--- src/rtl/core/tri_lerp.sv ---
module tri_lerp #(
   parameter int W = 32,
   parameter int F = 16,
   parameter int LANES = 1,
   parameter int PW = 1
) (
   input  logic                clock,
   input  logic                reset,
   input  logic                en,
   input  logic                in_valid,
   input  logic signed [W-1:0] in_a [LANES],
   input  logic signed [W-1:0] in_b [LANES],
   input  logic [F:0]          in_f,
   input  logic [PW-1:0]       in_pay,
   output logic                out_valid,
   output logic signed [W-1:0] out_r [LANES],
   output logic [PW-1:0]       out_pay
);

   localparam logic signed [W+F+1:0] HALF = (W+F+2)'(1) <<< (F-1);

   logic                  v1_ff, v2_ff, v3_ff;
   logic [PW-1:0]         pay1_ff, pay2_ff, pay3_ff;
   logic [F:0]            f1_ff;
   logic signed [W:0]     d1_ff [LANES];
   logic signed [W-1:0]   a1_ff [LANES];
   logic signed [W-1:0]   a2_ff [LANES];
   logic signed [W+F+1:0] p2_ff [LANES];
   logic signed [W-1:0]   r3_ff [LANES];

   always_ff @(posedge clock) begin
      if (reset) begin
         v1_ff <= 1'b0;
         v2_ff <= 1'b0;
         v3_ff <= 1'b0;
      end else if (en) begin
         v1_ff <= in_valid;
         v2_ff <= v1_ff;
         v3_ff <= v2_ff;
      end
   end

   always_ff @(posedge clock) begin
      logic signed [W+F+1:0] acc;
      if (en) begin
         pay1_ff <= in_pay;
         pay2_ff <= pay1_ff;
         pay3_ff <= pay2_ff;
         f1_ff <= in_f;
         for (int i = 0; i < LANES; i++) begin
            d1_ff[i] <= (W+1)'(in_b[i]) - (W+1)'(in_a[i]);
            a1_ff[i] <= in_a[i];
            p2_ff[i] <= (W+F+2)'(d1_ff[i]) * (W+F+2)'($signed({1'b0, f1_ff}));
            a2_ff[i] <= a1_ff[i];
            acc = (W+F+2)'($signed({a2_ff[i], {F{1'b0}}})) + p2_ff[i] + HALF;
            r3_ff[i] <= acc[W+F-1:F];
         end
      end
   end

   assign out_valid = v3_ff;
   assign out_pay = pay3_ff;
   assign out_r = r3_ff;

endmodule

--- config.mk ---
export PLATFORM = sky130hd
export DESIGN_NAME = tri_lerp
export DESIGN_NICKNAME = d
export VERILOG_FILES = /design/src/rtl/core/tri_lerp.sv
export SDC_FILE = /design/constraint.sdc
export NUM_CORES = 2
export LEC_CHECK = 0
export ABC_CLOCK_PERIOD_IN_PS = 11900
export BUFFER_PORTS_ARGS = -buffer_cell sky130_fd_sc_hd__buf_2
export CAP_MARGIN = 40
export CORE_MARGIN = 3
export CORE_UTILIZATION = 55
export CTS_BUF_LIST = sky130_fd_sc_hd__clkbuf_4 sky130_fd_sc_hd__clkbuf_8
export DETAILED_ROUTE_END_ITERATION = 16
export GPL_ROUTABILITY_DRIVEN = 1
export PLACE_DENSITY = 0.72
export SLEW_MARGIN = 10
export SYNTH_ARGS = -nofsm -noshare
export SYNTH_HDL_FRONTEND = slang
export SYNTH_SLANG_ARGS = --single-unit
export TNS_END_PERCENT = 20
--- constraint.sdc ---
create_clock -name clock -period 11.9 [get_ports clock]
set_clock_uncertainty 0.1 [all_clocks]
set_input_delay 1.19 -clock clock [delete_from_list [all_inputs] [get_ports clock]]
set_output_delay 1.19 -clock clock [all_outputs]
set_load 0.1 [all_outputs]
==> results.sh <==
export IMPL_cap_violations=0
export IMPL_place_gp_congestion=0.891
export IMPL_holdPathEnd="a2_ff[0][21]"
export IMPL_cts_resized_gates=0
export IMPL_setup_total_negative_slack_ns=0
export IMPL_synth_seq_area_share_pct=20.1
export IMPL_htree_levels=4
export IMPL_slowest_delay_ns=0.72
export IMPL_filler_cell_count=4127
export IMPL_layout_min_cycle_time_ns=7.69
export IMPL_fmax_ghz=0.130
export IMPL_dr_pass1_iters=5
export IMPL_via_count=19000
export IMPL_grt_max_degree=97
export IMPL_dp_cells=3479
export IMPL_synth_ff_type="edfxtp_1"
export IMPL_core_um2=49200
export IMPL_syn_area_um2=27400
export IMPL_critPathCaptureType="flip-flop"
export IMPL_layout_setup_ws_ns=4.21
export IMPL_ff_latch_area_um2=5530
export IMPL_wl_mm=66.1
export IMPL_holdPathStages=0
export IMPL_slew_viol_final=0
export IMPL_fin_util_pct=59.4
export IMPL_die_area_um2=52600
export IMPL_cpMostUsedCell="fa_1"
export IMPL_hold_path_class="flip-flop to flip-flop"
export IMPL_cts_sinks=185
export IMPL_synth_cells=2760
export IMPL_numPortBuffers=119
export IMPL_hold_viol_final=0
export IMPL_synth_seq_cells=185
export IMPL_rrSetupSlack_ns=4.21
export IMPL_grt_pass1_wl_mm=108
export IMPL_path_cells="and2_1 -> fa_1 -> inv_1 -> fa_1 -> fa_1 -> inv_1 -> fa_1 -> fa_1 -> inv_1 -> fa_1 -> inv_1 -> ha_1 -> a21oi_1 -> o21a_1 -> o21ai_0 -> a31o_2 -> o21ai_0 -> o21ai_1 -> a221oi_1 -> o21bai_1 -> xor2_1"
export IMPL_first_global_vias=21000
export IMPL_rows=81
export IMPL_finalSetupViolCount=0
export IMPL_antenna_found_initial=0
export IMPL_multi_input_area_um2=19000
export IMPL_cts_hold_buf=0
export IMPL_post_cts_buffers=0
export IMPL_synth_common_cells="inv_1, fa_1, and2_1, nand2_1, edfxtp_1"
export IMPL_clk_pin_slew_ns=0.11
export IMPL_n_antenna_cell=0
export IMPL_grt_overflow_total=0
export IMPL_cts_tree="built"
export IMPL_async_reset_ff_share_pct=0
export IMPL_crit_slowest_cell="edfxtp_1"
export IMPL_r2r_end="p2_ff[0][36]"
export IMPL_ys_top_cells_by_area="fa_1, edfxtp_1, inv_1"
export IMPL_r2r_start="d1_ff[0][15]"
export IMPL_die_h_um=229
export IMPL_cts_buffers=17
export IMPL_outcome="finished, final reports clean"
export IMPL_avgSynthCellArea_um2=9.94
export IMPL_synth_nets=3535
export IMPL_vias_per_cell=5.41
export IMPL_layout_nets=3610
export IMPL_ys_warn_count=0
export IMPL_insertion_delay_ns=0.58
export IMPL_slew_headroom_pct=41.9
export IMPL_pre_cts_ws_ns=4.18
export IMPL_drc=0
export IMPL_drt_iter0_markers=1256
export IMPL_worst_pin_slew_ns=0.849
export IMPL_hold_start="a1_ff[0][21]"
export IMPL_post_route_cells_drive_above_1_share_pct=6.60
export IMPL_post_synth_top_count_cell="inv_1"
export IMPL_worst_ep_arrival_time_ns=7.92
export IMPL_yosys_area_top_type="fa_1"
export IMPL_rsz0062_at_grt="false"
export IMPL_die_x_um=229
export IMPL_cts_root_buffer="clkbuf_8"
export IMPL_initial_core_util_pct=55.8
export IMPL_grt_use_total_pct=26.4
export IMPL_finalCritPeriodShare_pct=64.6
export IMPL_clockBufferDepth=2
export IMPL_ff2ff_path_depth=21
export IMPL_cp_required_ns=12.13
export IMPL_crit_fanout=17
export IMPL_criticalPathCategory="flip-flop to flip-flop"
export IMPL_crit_path_start="d1_ff[0][15]"
export IMPL_dp_hpwl_mm=52.3
export IMPL_areaGrowthSynthToFinish_pct=6.42
export IMPL_fin_cells=3511
export IMPL_synthDistinctLibCells=63
export IMPL_synth_top_area_share_pct=37.7
export IMPL_ant_nets=0
export IMPL_wl_per_cell_um=18.8
export IMPL_worstSetupStartpointType="flip-flop"
export IMPL_io_pins=120
export IMPL_synth_edf_count=182
flip-flops by register name (all words and copies together), names as in the netlist:
| register | cells |
|---|---|
| out_valid | 1 |
| pay2_ff | 1 |
| f1_ff | 17 |
| out_r | 32 |
| p2_ff | 33 |
| out_pay | 1 |
| pay1_ff | 1 |
| d1_ff | 33 |
| v1_ff | 1 |
| v2_ff | 1 |
| a1_ff | 32 |
| a2_ff | 32 |
cell type report:
cell class | instances | area share, %
clock buffers | 17 | 0.801
inverters | 682 | 8.77
flip-flops and latches | 185 | 18.9
repair buffers | 144 | 2.99
well taps | 664 | 2.85
clock inverters | 14 | 0.531
multi-input cells | 1805 | 65.1
worst max path at each step:
stage | end | slack [ns] | depth (start not counted)
floorplan | p2_ff[0][36] | 5.50 | 22
global placement | p2_ff[0][44] | 4.06 | 21
detailed placement | p2_ff[0][44] | 4.18 | 22
CTS | p2_ff[0][44] | 4.15 | 21
global route | p2_ff[0][36] | 3.92 | 21
finish | p2_ff[0][36] | 4.21 | 21
through the flow:
stage | area [um^2] | hold slack, ns
after floorplan | 27400 | 0.300
after global placement | 28700 | 0.302
after detailed placement | 28800 | 0.305
after CTS | 29200 | 0.318
after global routing | 29200 | 0.335
final | 29200 | 0.317
cell families (layout without fill, tap and decap cells):
group / Yosys count / count (layout) / share of synthesized area [%]
AOI/OAI and AO/OA: 266 / 266 / 6.43
and+or+nand+nor: 744 / 744 / 14.0
DFF: 185 / 185 / 20.1
xor gates and xnor gates: 102 / 102 / 3.26
buffers and inverters: 770 / 857 / 10.5
adders and majority gates: 689 / 689 / 45.5
muxes: 4 / 4 / 0.146
per-layer routing:
layer  part of all wire, %  GRT usage, %  vias to the layer above
li1                      -             -                     8524
met1                    40          33.9                     9612
met2                    49          44.4                      716
met3                   7.2          4.70                      144
met4                   3.8          11.1                        0
met5                     0             0                        -
cell usage in the layout, fill, tap and decap left out, types with 5 or more instances in the layout:
| cell | instances |
|---|---|
| nor2b_1 | 12 |
| a211oi_1 | 11 |
| and2_1 | 316 |
| nor3_1 | 15 |
| a21oi_1 | 86 |
| o211ai_1 | 5 |
| fa_1 | 516 |
| o21bai_1 | 15 |
| clkinv_8 | 5 |
| a21o_1 | 40 |
| inv_6 | 7 |
| ha_1 | 173 |
| buf_4 | 16 |
| buf_2 | 121 |
| inv_1 | 682 |
| o21a_1 | 14 |
| clkbuf_8 | 18 |
| nand3_1 | 20 |
| a31oi_1 | 8 |
| nand2b_1 | 13 |
| nor2_1 | 44 |
| nand4_1 | 12 |
| o21ai_0 | 41 |
| a211o_1 | 5 |
| xnor2_1 | 71 |
| and3_1 | 14 |
| xor2_1 | 31 |
| a221oi_1 | 7 |
| nand2_1 | 281 |
| edfxtp_1 | 182 |
critical path, delay by kind of cell, from the launching register on:
kind | cells | cell delay (ns)
adder cells (fa/ha/maj) | 7 | 3.41
AO/OA/AOI/OAI | 8 | 2.51
flip-flops | 1 | 0.72
AND/OR/NAND/NOR | 1 | 0.32
buffers and inverters | 4 | 0.21
XOR/XNOR | 1 | 0.17
Power is not shown: default switching activity piles up to over one toggle a cycle in this logic, so the estimate is an artifact.
